### config.mk
export PLATFORM = sky130hd
export DESIGN_NAME = sha256_byte_stream_hasher
export DESIGN_NICKNAME = d
export VERILOG_FILES = /design/src/shbs_pkg.sv /design/src/shbs_front.sv /design/src/shbs_core.sv /design/src/shbs_out.sv /design/src/sha256_byte_stream_hasher.sv
export VERILOG_INCLUDE_DIRS = /design/src /design/src/src
export SDC_FILE = /design/constraint.sdc
export NUM_CORES = 2
export LEC_CHECK = 0
export ABC_AREA = 1
export BUFFER_PORTS_ARGS = -buffer_cell sky130_fd_sc_hd__buf_2
export CAP_MARGIN = 20
export CORE_UTILIZATION = 45
export DETAILED_ROUTE_END_ITERATION = 8
export SYNTH_ARGS = -nofsm -noshare
export SYNTH_HDL_FRONTEND = slang
export SYNTH_HIERARCHICAL = 1
export SYNTH_SLANG_ARGS = --single-unit
### constraint.sdc
create_clock -name i_clk -period 23.4 [get_ports i_clk]
set_clock_uncertainty 0.15 [all_clocks]
set_input_delay 2.34 -clock i_clk [delete_from_list [all_inputs] [get_ports i_clk]]
set_output_delay 2.34 -clock i_clk [all_outputs]
set_load 0.01 [all_outputs]
### src/sha256_byte_stream_hasher_assert.svh
// assertion macros for the hasher top level
`ifndef SHA256_BYTE_STREAM_HASHER_ASSERT_SVH
`define SHA256_BYTE_STREAM_HASHER_ASSERT_SVH

`ifndef SYNTHESIS
`define SHBS_ASSERT(lbl, clk, rst_n, prop) \
    lbl: assert property (@(posedge clk) disable iff (!rst_n) prop) \
        else $error("shbs assertion failed");
`define SHBS_ASSERT_NEXT(lbl, clk, rst_n, cond, conseq) \
    lbl: assert property (@(posedge clk) disable iff (!rst_n) (cond) |=> (conseq)) \
        else $error("shbs assertion failed");
`else
`define SHBS_ASSERT(lbl, clk, rst_n, prop)
`define SHBS_ASSERT_NEXT(lbl, clk, rst_n, cond, conseq)
`endif

`endif

### src/shbs_pkg.sv
// shared types, constants and tables for the sha-256 byte stream hasher
`timescale 1ns / 1ps

package shbs_pkg;

    localparam int QUEUE_DEPTH_DEF = 4;

    typedef enum logic [1:0] {
        REQ_ABSORB        = 2'd0,
        REQ_ABSORB_FINISH = 2'd1,
        REQ_FINISH        = 2'd2
    } t_req;

    typedef struct packed {
        logic       finish;
        logic       has_byte;
        logic [7:0] data;
    } t_cmd;

    typedef struct packed {
        logic valid;
        t_cmd cmd;
    } t_queue_out;

    typedef struct packed {
        logic             valid;
        logic [7:0][31:0] words;
    } t_digest;

    typedef enum logic [2:0] {
        ST_IDLE,
        ST_MARK,
        ST_ZERO,
        ST_LEN,
        ST_COMP,
        ST_ADD,
        ST_DONE
    } t_core_state;

    localparam logic [7:0] PAD_MARK = 8'h80;
    localparam logic [5:0] LEN_OFFSET = 6'd56;

    // word 0 sits in the lowest slot
    localparam logic [7:0][31:0] INIT_HASH = {
        32'h5be0cd19, 32'h1f83d9ab, 32'h9b05688c, 32'h510e527f,
        32'ha54ff53a, 32'h3c6ef372, 32'hbb67ae85, 32'h6a09e667
    };

    localparam logic [31:0] ROUND_K [64] = '{
        32'h428a2f98, 32'h71374491, 32'hb5c0fbcf, 32'he9b5dba5, 32'h3956c25b, 32'h59f111f1,
        32'h923f82a4, 32'hab1c5ed5, 32'hd807aa98, 32'h12835b01, 32'h243185be, 32'h550c7dc3,
        32'h72be5d74, 32'h80deb1fe, 32'h9bdc06a7, 32'hc19bf174, 32'he49b69c1, 32'hefbe4786,
        32'h0fc19dc6, 32'h240ca1cc, 32'h2de92c6f, 32'h4a7484aa, 32'h5cb0a9dc, 32'h76f988da,
        32'h983e5152, 32'ha831c66d, 32'hb00327c8, 32'hbf597fc7, 32'hc6e00bf3, 32'hd5a79147,
        32'h06ca6351, 32'h14292967, 32'h27b70a85, 32'h2e1b2138, 32'h4d2c6dfc, 32'h53380d13,
        32'h650a7354, 32'h766a0abb, 32'h81c2c92e, 32'h92722c85, 32'ha2bfe8a1, 32'ha81a664b,
        32'hc24b8b70, 32'hc76c51a3, 32'hd192e819, 32'hd6990624, 32'hf40e3585, 32'h106aa070,
        32'h19a4c116, 32'h1e376c08, 32'h2748774c, 32'h34b0bcb5, 32'h391c0cb3, 32'h4ed8aa4a,
        32'h5b9cca4f, 32'h682e6ff3, 32'h748f82ee, 32'h78a5636f, 32'h84c87814, 32'h8cc70208,
        32'h90befffa, 32'ha4506ceb, 32'hbef9a3f7, 32'hc67178f2
    };

endpackage

### src/shbs_front.sv
// front end: takes requests, decodes them and queues commands for the core
`timescale 1ns / 1ps

module shbs_front #(
    parameter int DEPTH = shbs_pkg::QUEUE_DEPTH_DEF
) (
    input  logic                 i_clk,
    input  logic                 i_rst_n,
    input  logic                 i_tvalid,
    output logic                 o_tready,
    input  logic [7:0]           i_tdata,
    input  logic [1:0]           i_tuser,
    output shbs_pkg::t_queue_out o_queue,
    input  logic                 i_pop
);

    localparam int PTR_W = (DEPTH > 1) ? $clog2(DEPTH) : 1;
    localparam int CNT_W = $clog2(DEPTH + 1);

    shbs_pkg::t_cmd r_mem [DEPTH];
    logic [PTR_W-1:0] r_wr_ptr, n_wr_ptr;
    logic [PTR_W-1:0] r_rd_ptr, n_rd_ptr;
    logic [CNT_W-1:0] r_count, n_count;

    shbs_pkg::t_cmd w_cmd;
    logic           w_keep;
    logic           w_push;
    logic           w_pop;

    always_comb begin
        w_cmd.data     = i_tdata;
        w_cmd.has_byte = 1'b0;
        w_cmd.finish   = 1'b0;
        w_keep         = 1'b1;
        unique case (shbs_pkg::t_req'(i_tuser))
            shbs_pkg::REQ_ABSORB: begin
                w_cmd.has_byte = 1'b1;
            end
            shbs_pkg::REQ_ABSORB_FINISH: begin
                w_cmd.has_byte = 1'b1;
                w_cmd.finish   = 1'b1;
            end
            shbs_pkg::REQ_FINISH: begin
                w_cmd.finish = 1'b1;
            end
            // unused code is taken and dropped
            default: begin
                w_keep = 1'b0;
            end
        endcase
    end

    assign o_tready = (r_count != CNT_W'(DEPTH));
    assign w_push   = i_tvalid && o_tready && w_keep;
    assign w_pop    = i_pop && (r_count != '0);

    assign o_queue.valid = (r_count != '0);
    assign o_queue.cmd   = r_mem[r_rd_ptr];

    always_comb begin
        n_wr_ptr = r_wr_ptr;
        n_rd_ptr = r_rd_ptr;
        n_count  = r_count;
        if (w_push) begin
            n_wr_ptr = (r_wr_ptr == PTR_W'(DEPTH - 1)) ? '0 : r_wr_ptr + PTR_W'(1);
        end
        if (w_pop) begin
            n_rd_ptr = (r_rd_ptr == PTR_W'(DEPTH - 1)) ? '0 : r_rd_ptr + PTR_W'(1);
        end
        if (w_push && !w_pop) begin
            n_count = r_count + CNT_W'(1);
        end else if (w_pop && !w_push) begin
            n_count = r_count - CNT_W'(1);
        end
    end

    always_ff @(posedge i_clk) begin
        if (!i_rst_n) begin
            r_wr_ptr <= '0;
            r_rd_ptr <= '0;
            r_count  <= '0;
        end else begin
            r_wr_ptr <= n_wr_ptr;
            r_rd_ptr <= n_rd_ptr;
            r_count  <= n_count;
        end
    end

    always_ff @(posedge i_clk) begin
        if (w_push) begin
            r_mem[r_wr_ptr] <= w_cmd;
        end
    end

endmodule

### src/shbs_core.sv
// back end: block buffer, padding, 64-round compression and chaining value
`timescale 1ns / 1ps

module shbs_core (
    input  logic                 i_clk,
    input  logic                 i_rst_n,
    input  shbs_pkg::t_queue_out i_queue,
    output logic                 o_pop,
    input  logic                 i_out_busy,
    output shbs_pkg::t_digest    o_digest
);

    function automatic logic [31:0] big_sigma0(input logic [31:0] x);
        big_sigma0 = {x[1:0], x[31:2]} ^ {x[12:0], x[31:13]} ^ {x[21:0], x[31:22]};
    endfunction

    function automatic logic [31:0] big_sigma1(input logic [31:0] x);
        big_sigma1 = {x[5:0], x[31:6]} ^ {x[10:0], x[31:11]} ^ {x[24:0], x[31:25]};
    endfunction

    function automatic logic [31:0] small_sigma0(input logic [31:0] x);
        small_sigma0 = {x[6:0], x[31:7]} ^ {x[17:0], x[31:18]} ^ {3'b000, x[31:3]};
    endfunction

    function automatic logic [31:0] small_sigma1(input logic [31:0] x);
        small_sigma1 = {x[16:0], x[31:17]} ^ {x[18:0], x[31:19]} ^ {10'd0, x[31:10]};
    endfunction

    shbs_pkg::t_core_state r_state, n_state;
    shbs_pkg::t_core_state r_ret, n_ret;
    logic [5:0]            r_fill, n_fill;
    logic [60:0]           r_len, n_len;
    logic [63:0]           r_bits, n_bits;
    logic [5:0]            r_round, n_round;
    logic [7:0][31:0]      r_chain, n_chain;
    logic [7:0][31:0]      r_v, n_v;
    // message window: r_win[15] is the word used by the current round
    logic [15:0][31:0]     r_win, n_win;

    shbs_pkg::t_core_state w_after;
    logic                  w_put;
    logic [7:0]            w_byte;
    logic [31:0]           w_t1, w_t2, w_ch, w_maj, w_sched;

    always_comb begin
        w_ch    = (r_v[4] & r_v[5]) ^ (~r_v[4] & r_v[6]);
        w_maj   = (r_v[0] & r_v[1]) ^ (r_v[0] & r_v[2]) ^ (r_v[1] & r_v[2]);
        w_t1    = r_v[7] + big_sigma1(r_v[4]) + w_ch + shbs_pkg::ROUND_K[r_round] + r_win[15];
        w_t2    = big_sigma0(r_v[0]) + w_maj;
        w_sched = small_sigma1(r_win[1]) + r_win[6] + small_sigma0(r_win[14]) + r_win[15];
    end

    always_comb begin
        n_state  = r_state;
        n_ret    = r_ret;
        n_fill   = r_fill;
        n_len    = r_len;
        n_bits   = r_bits;
        n_round  = r_round;
        n_chain  = r_chain;
        n_v      = r_chain;
        n_win    = r_win;
        w_after  = r_state;
        w_put    = 1'b0;
        w_byte   = '0;
        o_pop    = 1'b0;
        o_digest.valid = 1'b0;
        o_digest.words = r_chain;

        unique case (r_state)
            shbs_pkg::ST_IDLE: begin
                if (i_queue.valid) begin
                    o_pop = 1'b1;
                    if (i_queue.cmd.has_byte) begin
                        w_put  = 1'b1;
                        w_byte = i_queue.cmd.data;
                        n_len  = r_len + 61'd1;
                    end
                    w_after = i_queue.cmd.finish ? shbs_pkg::ST_MARK : shbs_pkg::ST_IDLE;
                end
            end
            shbs_pkg::ST_MARK: begin
                n_bits  = {r_len, 3'b000};
                w_put   = 1'b1;
                w_byte  = shbs_pkg::PAD_MARK;
                w_after = shbs_pkg::ST_ZERO;
            end
            shbs_pkg::ST_ZERO: begin
                if (r_fill == shbs_pkg::LEN_OFFSET) begin
                    w_after = shbs_pkg::ST_LEN;
                end else begin
                    w_put   = 1'b1;
                    w_after = shbs_pkg::ST_ZERO;
                end
            end
            shbs_pkg::ST_LEN: begin
                // length goes out most significant byte first
                w_put   = 1'b1;
                w_byte  = r_bits[63:56];
                n_bits  = {r_bits[55:0], 8'd0};
                w_after = shbs_pkg::ST_LEN;
                if (r_fill == 6'd63) begin
                    w_after = shbs_pkg::ST_DONE;
                end
            end
            shbs_pkg::ST_COMP: begin
                n_v[7]  = r_v[6];
                n_v[6]  = r_v[5];
                n_v[5]  = r_v[4];
                n_v[4]  = r_v[3] + w_t1;
                n_v[3]  = r_v[2];
                n_v[2]  = r_v[1];
                n_v[1]  = r_v[0];
                n_v[0]  = w_t1 + w_t2;
                n_win   = {r_win[14:0], w_sched};
                n_round = r_round + 6'd1;
                if (r_round == 6'd63) begin
                    n_state = shbs_pkg::ST_ADD;
                end
            end
            shbs_pkg::ST_ADD: begin
                for (int i = 0; i < 8; i++) begin
                    n_chain[i] = r_chain[i] + r_v[i];
                end
                n_round = '0;
                n_state = r_ret;
            end
            shbs_pkg::ST_DONE: begin
                if (!i_out_busy) begin
                    o_digest.valid = 1'b1;
                    n_chain = shbs_pkg::INIT_HASH;
                    n_len   = '0;
                    n_fill  = '0;
                    n_state = shbs_pkg::ST_IDLE;
                end
            end
            default: begin
                n_state = shbs_pkg::ST_IDLE;
            end
        endcase

        if (r_state == shbs_pkg::ST_IDLE || r_state == shbs_pkg::ST_MARK ||
            r_state == shbs_pkg::ST_ZERO || r_state == shbs_pkg::ST_LEN) begin
            n_state = w_after;
        end

        if (w_put) begin
            n_win  = {r_win[15][23:0], r_win[14:0], w_byte};
            n_fill = r_fill + 6'd1;
            // a full block diverts to compression and comes back afterwards
            if (r_fill == 6'd63) begin
                n_state = shbs_pkg::ST_COMP;
                n_ret   = w_after;
            end
        end
    end

    always_ff @(posedge i_clk) begin
        if (!i_rst_n) begin
            r_state <= shbs_pkg::ST_IDLE;
            r_ret   <= shbs_pkg::ST_IDLE;
            r_fill  <= '0;
            r_len   <= '0;
            r_round <= '0;
            r_chain <= shbs_pkg::INIT_HASH;
        end else begin
            r_state <= n_state;
            r_ret   <= n_ret;
            r_fill  <= n_fill;
            r_len   <= n_len;
            r_round <= n_round;
            r_chain <= n_chain;
        end
    end

    always_ff @(posedge i_clk) begin
        r_bits <= n_bits;
        r_v    <= n_v;
        r_win  <= n_win;
    end

endmodule

### src/shbs_out.sv
// digest output buffer: holds the eight words and streams them out in order
`timescale 1ns / 1ps

module shbs_out (
    input  logic              i_clk,
    input  logic              i_rst_n,
    input  shbs_pkg::t_digest i_digest,
    output logic              o_busy,
    output logic              o_tvalid,
    input  logic              i_tready,
    output logic [31:0]       o_word,
    output logic [2:0]        o_index,
    output logic              o_last
);

    logic             r_busy, n_busy;
    logic [2:0]       r_idx, n_idx;
    logic [7:0][31:0] r_words, n_words;

    always_comb begin
        n_busy  = r_busy;
        n_idx   = r_idx;
        n_words = r_words;
        if (i_digest.valid) begin
            n_busy  = 1'b1;
            n_idx   = '0;
            n_words = i_digest.words;
        end else if (r_busy && i_tready) begin
            n_idx   = r_idx + 3'd1;
            n_words = {32'd0, r_words[7:1]};
            if (r_idx == 3'd7) begin
                n_busy = 1'b0;
            end
        end
    end

    assign o_busy   = r_busy;
    assign o_tvalid = r_busy;
    assign o_word   = r_words[0];
    assign o_index  = r_idx;
    assign o_last   = (r_idx == 3'd7);

    always_ff @(posedge i_clk) begin
        if (!i_rst_n) begin
            r_busy <= 1'b0;
            r_idx  <= '0;
        end else begin
            r_busy <= n_busy;
            r_idx  <= n_idx;
        end
    end

    always_ff @(posedge i_clk) begin
        r_words <= n_words;
    end

endmodule

### src/sha256_byte_stream_hasher.sv
// top level of the sha-256 byte stream hasher
// SHA-256 over a stream of byte requests. Each request on the slave side
// absorbs a byte, absorbs a byte and finishes, or finishes with no byte;
// the unused request code is taken and ignored. Requests land in a short
// command queue, so the input keeps accepting while the hash core works,
// until the queue is full. The core fills a 64-byte block and takes no new
// bytes while a full block goes through 64 compression rounds, one a cycle,
// and then the chaining update. A finish adds the padding and length bytes,
// a step before the length bytes and the digest handover, plus one or two
// further compressions; the eight digest words then sit in an output buffer
// and leave one per accepted cycle, word 0 first, with tlast on word 7. The
// core may start the next message while the previous digest is still
// draining, but waits at its own finish until the buffer is empty.
`timescale 1ns / 1ps
`include "sha256_byte_stream_hasher_assert.svh"

module sha256_byte_stream_hasher #(
    parameter int QUEUE_DEPTH = shbs_pkg::QUEUE_DEPTH_DEF
) (
    input  logic        i_clk,
    input  logic        i_rst_n,
    input  logic        s_axis_tvalid,
    output logic        s_axis_tready,
    input  logic [7:0]  s_axis_tdata,   // [7:0] data_byte
    input  logic [1:0]  s_axis_tuser,   // [1:0] req_type
    output logic        m_axis_tvalid,
    input  logic        m_axis_tready,
    output logic [39:0] m_axis_tdata,   // [31:0] digest_word, [34:32] word_index, rest zero
    output logic        m_axis_tlast    // last_word
);

    shbs_pkg::t_queue_out w_queue;
    shbs_pkg::t_digest    w_digest;
    logic                 w_pop;
    logic                 w_out_busy;
    logic [31:0]          w_word;
    logic [2:0]           w_index;

    shbs_front #(
        .DEPTH(QUEUE_DEPTH)
    ) u_front (
        .i_clk    (i_clk),
        .i_rst_n  (i_rst_n),
        .i_tvalid (s_axis_tvalid),
        .o_tready (s_axis_tready),
        .i_tdata  (s_axis_tdata),
        .i_tuser  (s_axis_tuser),
        .o_queue  (w_queue),
        .i_pop    (w_pop)
    );

    shbs_core u_core (
        .i_clk      (i_clk),
        .i_rst_n    (i_rst_n),
        .i_queue    (w_queue),
        .o_pop      (w_pop),
        .i_out_busy (w_out_busy),
        .o_digest   (w_digest)
    );

    shbs_out u_out (
        .i_clk    (i_clk),
        .i_rst_n  (i_rst_n),
        .i_digest (w_digest),
        .o_busy   (w_out_busy),
        .o_tvalid (m_axis_tvalid),
        .i_tready (m_axis_tready),
        .o_word   (w_word),
        .o_index  (w_index),
        .o_last   (m_axis_tlast)
    );

    assign m_axis_tdata = {5'd0, w_index, w_word};

    // a digest is only handed over into an empty output buffer
    `SHBS_ASSERT(a_handoff_empty, i_clk, i_rst_n, w_digest.valid |-> !w_out_busy)
    // a fresh digest starts at word 0
    `SHBS_ASSERT_NEXT(a_handoff_first, i_clk, i_rst_n, w_digest.valid, m_axis_tvalid && (m_axis_tdata[34:32] == 3'd0))
    // after the last word the buffer drains fully
    `SHBS_ASSERT_NEXT(a_last_drains, i_clk, i_rst_n, m_axis_tvalid && m_axis_tready && m_axis_tlast, !m_axis_tvalid)
    // the queue is never popped while empty
    `SHBS_ASSERT(a_pop_nonempty, i_clk, i_rst_n, w_pop |-> w_queue.valid)

endmodule
Word level (Yosys, flattened, before mapping)
Memories as Yosys holds them, arrays and structs flattened. A register that Yosys moved wholly into a read port is not among the register bits.
Index checks and enable logic that the tools add are counted.
{"block": "word_totals", "mem_count": 2, "out_inout_bits": 43, "mem_bits_rw": 40, "register_bits": 1434, "input_bits": 14, "latch_bits": 0, "rom_bits": 2048, "wordCells": 206}
{"block": "classes", "shifts": 0, "n_reduce_logical": 34, "n_mul": 0, "add_sub_neg": 26, "order_cmp": 1, "n_bitwise": 19, "n_eq_ne": 19, "div_mod_pow": 0, "mux": 54}
{"name": "(no name shown)", "depth": 64, "width": 32, "rd": 1, "rd_clocked_by_memory_dff": 0, "wr": 0, "line": "shbs_core.sv:48", "text": "w_t1 = r_v[7] + big_sigma1(r_v[4]) + w_ch + shbs_pkg::ROUND_K[r_round] + r_win[15];"}
{"name": "u_front.r_mem", "depth": 4, "width": 10, "rd": 1, "rd_clocked_by_memory_dff": 1, "wr": 1, "line": "shbs_front.sv:20", "text": "shbs_pkg::t_cmd r_mem [DEPTH];"}
{"operator": "$mux 256", "n": 4}
{"operator": "$mux 512", "n": 2}
{"operator": "$add 32x32->32", "n": 18}
{"operator": "$pmux 256 s2", "n": 1}
{"operator": "$xor 32x32->32", "n": 9}
{"operator": "$mux 61", "n": 3}
{"operator": "$and 32x32->32", "n": 5}
{"operator": "$pmux 64 s2", "n": 1}
{"operator": "$pmux 61 s2", "n": 1}
{"operator": "$mux 32", "n": 2}
{"operator": "$add 61x1->61 const B", "n": 1}
{"operator": "$not 32->32", "n": 1}
{"operator": "$xor 32x22->32", "n": 1}
{"operator": "$xor 32x29->32", "n": 1}
{"operator": "$mux 3", "n": 9}
{"operator": "$pmux 3 s4", "n": 2}
{"operator": "$pmux 8 s3", "n": 1}
{"operator": "$eq 6x6->1 const B", "n": 3}
{"operator": "$mux 6", "n": 3}
{"operator": "$reduce_bool 2->1", "n": 9}
{"operator": "$mux 1", "n": 17}
{"operator": "$mux 8", "n": 2}
{"operator": "$add 6x1->6 const B", "n": 2}
{"operator": "$eq 3x3->1 const B", "n": 4}
{"operator": "27 further kinds", "n": 51}

Logic depth before layout (Yosys ltp)
{"block": "logic_depth", "ltp_word": 8, "mapped_depth": 44, "ltp_nobuf": 43}

Modules after synthesis
Netlist, hierarchy kept.
{"module": "shbs_core", "area_per_inst_um2": 79806.5, "instances": 1, "cells_per_inst": 11088, "seq_area_each_um2": 29037.8}
{"module": "shbs_out", "area_per_inst_um2": 11264.6, "instances": 1, "cells_per_inst": 1106, "seq_area_each_um2": 7767.4}
{"module": "shbs_front", "area_per_inst_um2": 2057.0, "instances": 1, "cells_per_inst": 175, "seq_area_each_um2": 1381.3}
{"module": "sha256_byte_stream_hasher", "area_per_inst_um2": 41.3, "instances": 1, "cells_per_inst": 6, "seq_area_each_um2": 0.0}

Worst setup path after synthesis
OpenSTA, ideal clock, no wires.
{"block": "synth_path", "kind": "flip-flop to flip-flop", "start": "register u_core.r_state[2]", "end": "register u_core/r_win[0] (netlist name) (enable)", "setup_time_ns": 0.901, "t_required_ns": 22.349, "slack_ns": 7.547, "stages_incl_launch_ff": 9, "n_path_buf": 3, "arrival_ns": 14.802, "period_less_slack_ns": 15.853, "path_cell_list": "dfxtp_1 buf_2 nor2_1 inv_1 nand3_2 inv_2 buf_2 buf_1 nand2_1"}
{"block": "synth_via", "elab_chain_cells": 4, "word_cells_on_any_way": 8, "cone_classes": "eq/ne (4); mux (1); reduce/logical (3)"}
{"item": "start: declaration", "line": "shbs_core.sv:29", "text": "shbs_pkg::t_core_state r_state, n_state;"}
{"item": "start signal: assignment", "line": "shbs_core.sv:160", "text": "r_state <= shbs_pkg::ST_IDLE;"}
{"item": "start signal: assignment", "line": "shbs_core.sv:167", "text": "r_state <= n_state;"}
{"item": "$eq 3x2->1 or $eq 3x1->1 (tied branches)", "line": "shbs_core.sv:70", "text": "unique case (r_state)"}
{"item": "$reduce_or 2->1 (no source line)"}
{"item": "$pmux 1 s3", "line": "shbs_core.sv:70"}
{"item": "$reduce_bool 2->1 (no source line) *"}
{"item": "end signal: assignment", "line": "shbs_core.sv:179", "text": "r_win <= n_win;"}
{"item": "end: declaration", "line": "shbs_core.sv:38", "text": "logic [15:0][31:0] r_win, n_win;"}
Every way passes the cells marked *; elsewhere a longest branch is shown, timed or not.
A chain may end at the register's enable or synchronous reset.

==> impl_metrics.csv <==
group,metric,value,unit
synthesis,synthCells,12400,
routing,drc,0,
sta,hold_viol_final,0,
synthesis,synth-edff-count,869,
global_route,grt-ovfl-total,0,
sta,min_period_over_period,0.395,
sta,max_slew_margin,0.208,
sta,clock.fmax,108,MHz
synthesis,synth_ff_type,"edfxtp_1",
status,outcome,"finished, final reports clean",
critical_path,cp_data_arrival_time,9.77,ns
global_route,grt_pass1_wl,560,mm
critical_path,cp_slowest_cell,"dfxtp_1",
synthesis,syn_avg_cell_area,7.53,µm²
cells_and_area,final_net_count,12800,
clock_network,path_clk_slew,0.06,ns
critical_path,r2r_cells,34,
global_route,grt_pass1_vias,81600,
cells_and_area,drive_gt1_frac,0.0377,
floorplan,coreArea,205000,µm²
worst_hold_path,hold_end,"u_core/r_v[0]",
clock_network,cts_resized,0,
flow_run,maxCapViolCount,0,
synthesis,netlist_area,93200,µm²
clock_network,cts-buffers-inserted,166,
placed_design,portBuffers,51,
routing,drtPass1Iterations,7,
cells_and_area,fill_cells,20400,
critical_path,critPathKind,"flop to flop",
worst_hold_path,worstHoldStart,"u_core/o_digest[0]",
critical_path,reg2reg_to,"u_core/r_v[30]",
sta,setup_viol,0,
synthesis,ys_seq_area_frac,0.410,
worst_hold_path,hold_path.class,"flop to flop",
sta,worst_pin_slew,1.17,ns
placed_design,gp_congestion,1.06,
synthesis,synth_seq_cells,1473,
clock_network,clock_sinks,1473,
global_route,antenna_found_initial,14,
cells_and_area,area_growth_syn_to_layout,8.21,%
routing,ant_nets,0,
sta,fin_tns_setup,0,ns
critical_path,worstSetupEndpointType,"flop",
floorplan,dieArea,209000,µm²
floorplan,die_h,457,µm
clock_network,htreeDepth,4,
synthesis,yosysTopAreaCell,"edfxtp_1",
floorplan,start_util,0.454,
synthesis,synthArstFlopShare,0,
critical_path,critPathLaunchType,"flop",
floorplan,row_count,166,
routing,drt-wirelength-per-cell,25.9,µm
worst_hold_path,holdPathStages,2,
sta,holdWs,0.340,ns
clock_network,cts-root-buf,"clkbuf_16",
clock_network,postCtsSetupBuffers,0,
critical_path,worst_r2r_startpoint,"u_core/r_round[1]",
critical_path,r2r_slack,14.15,ns
sta,slew_violations,0,
clock_network,cts_tree,"built",
cells_and_area,layout_common_cells,"nand2_1, inv_1, edfxtp_1",
global_route,grt_usage,0.365,
critical_path,worst-path-max-fanout,15,
critical_path,cp_data_required_time,23.92,ns
routing,drt-initial-drc-count,9934,
synthesis,yosys-top-cells-area,"edfxtp_1, nand2_1, dfxtp_1, ha_1, inv_1",
sta,layout_min_cycle_time,9.25,ns
placed_design,hpwl,296,mm
routing,wirelength,389,mm
clock_network,max-clock-path-buffers,3,
critical_path,slowest_delay,0.68,ns
routing,vias,85600,
sta,grt_setup_unrepaired,"false",
cells_and_area,design_area,101000,µm²
placed_design,post_dp_cell_area,95200,µm²
critical_path,critPathMostFrequentCell,"inv_1",
synthesis,synthDistinctLibCells,63,
global_route,grt_max_degree,197,
floorplan,die_x,457,µm
synthesis,synth_warnings,6,
routing,via_per_inst,5.71,
clock_network,hold_buffers,0,
floorplan,ioPinCount,57,
clock_network,clk_latency,0.85,ns
cells_and_area,final_common_cell,"nand2_1",
synthesis,yosysTopAreaCellShare,0.280,
-- Yosys cell counts (all sizes together) (2+ instances only) --
library cell / instances
a21oi: 704
edfxtp: 869
nand2: 4343
a32oi: 2
and3: 11
o22ai: 44
o211ai: 31
fa: 196
nor3: 123
o311ai: 7
nor4: 19
a21o: 52
nor2: 776
o21a: 31
xor2: 193
clkbuf: 311
inv: 1334
clkinv: 4
a31oi: 35
o2111ai: 3
xnor2: 168
o31ai: 3
a221oi: 11
a22oi: 11
ha: 404
o21bai: 64
nand3: 652
nand3b: 50
a21boi: 31
buf: 207
a311oi: 3
a31o: 2
o21ai: 857
dfxtp: 604
or2: 30
nand4: 162
o221ai: 6
a211oi: 12
-- critical path, delay by kind of cell (launching register included) --
| kind | cells | cell delay (ns) |
|---|---|---|
| AOI/OAI and AO/OA | 8 | 1.80 |
| xor gates and xnor gates | 1 | 0.56 |
| adders and majority gates | 8 | 3.50 |
| buffers and inverters | 6 | 0.71 |
| DFF | 1 | 0.68 |
| and+or+nand+nor | 11 | 1.65 |
-- cell families after synthesis --
| kind of cell | Yosys count | synth area share |
|---|---|---|
| flops | 1473 | 0.410 |
| buf+inv | 1856 | 0.0795 |
| other cells | 1 | 0.0000402 |
| compound gates | 1916 | 0.112 |
| xor+xnor | 361 | 0.0339 |
| simple gates | 6167 | 0.268 |
| fa+ha+maj | 601 | 0.0965 |
-- state kept, by name, indices dropped and copies added (netlist names), named ones only --
| name | cells |
|---|---|
| u_out/o_index | 3 |
| u_core/o_digest | 256 |
| u_front/r_rd_ptr | 2 |
| u_out/o_busy | 1 |
| u_core/r_ret | 3 |
| u_core/r_v | 256 |
| u_core/r_len | 61 |
| u_out/o_word | 32 |
| u_core/r_round | 6 |
| u_out/r_words | 224 |
| u_core/r_win | 512 |
| u_front/r_wr_ptr | 2 |
| u_front/r_mem | 40 |
| u_core/r_fill | 6 |
| u_front/r_count | 3 |
| u_core/r_state | 3 |
| u_core/r_bits | 61 |
-- metal layers --
layer	track usage	wire, µm	share of wire
met5	0	34	0.000087
met4	0.175	21300	0.055
met3	0.0675	32700	0.084
met2	0.582	175000	0.45
met1	0.477	160000	0.41
-- layout make-up --
cell class | instances | area [µm²] | share of cell area
Clock buffer | 210 | 4480 | 0.0445
Antenna cell | 4 | 10.0 | 0.0000993
Sequential cell | 1473 | 38200 | 0.379
Timing Repair Buffer | 138 | 1010 | 0.0100
Multi-Input combinational cell | 9050 | 47600 | 0.473
Clock inverter | 98 | 1060 | 0.0106
Tap cell | 2688 | 3360 | 0.0334
Inverter | 1338 | 5060 | 0.0501
-- per-stage QoR --
stage / utilization / cells / setup slack, ns
global placement: 0.464 / 14700 / 14.38
CTS: 0.491 / 15000 / 14.36
detailed placement: 0.464 / 14700 / 14.42
finish: 0.491 / 15000 / 14.15
floorplan: - / 12400 / 7.55
global route: 0.491 / 15000 / 13.72
-- how the worst max path moves through the flow --
stage	startpoint	end	cells past startpoint
5_1_grt	u_core/r_round[0]	u_core/r_v[30]	35
3_5_place_dp	u_core/r_round[1]	u_core/r_v[30]	35
2_1_floorplan	u_core/r_state[2]	u_core/r_win[0]	8
6_report	u_core/r_round[1]	u_core/r_v[30]	34
4_1_cts	u_core/r_round[1]	u_core/r_v[30]	35
3_3_place_gp	u_core/r_round[1]	u_core/r_v[30]	35
Power is left out: the tool's default activity adds up to more than one toggle a clock period on the data nets, which glitch-free logic cannot reach.
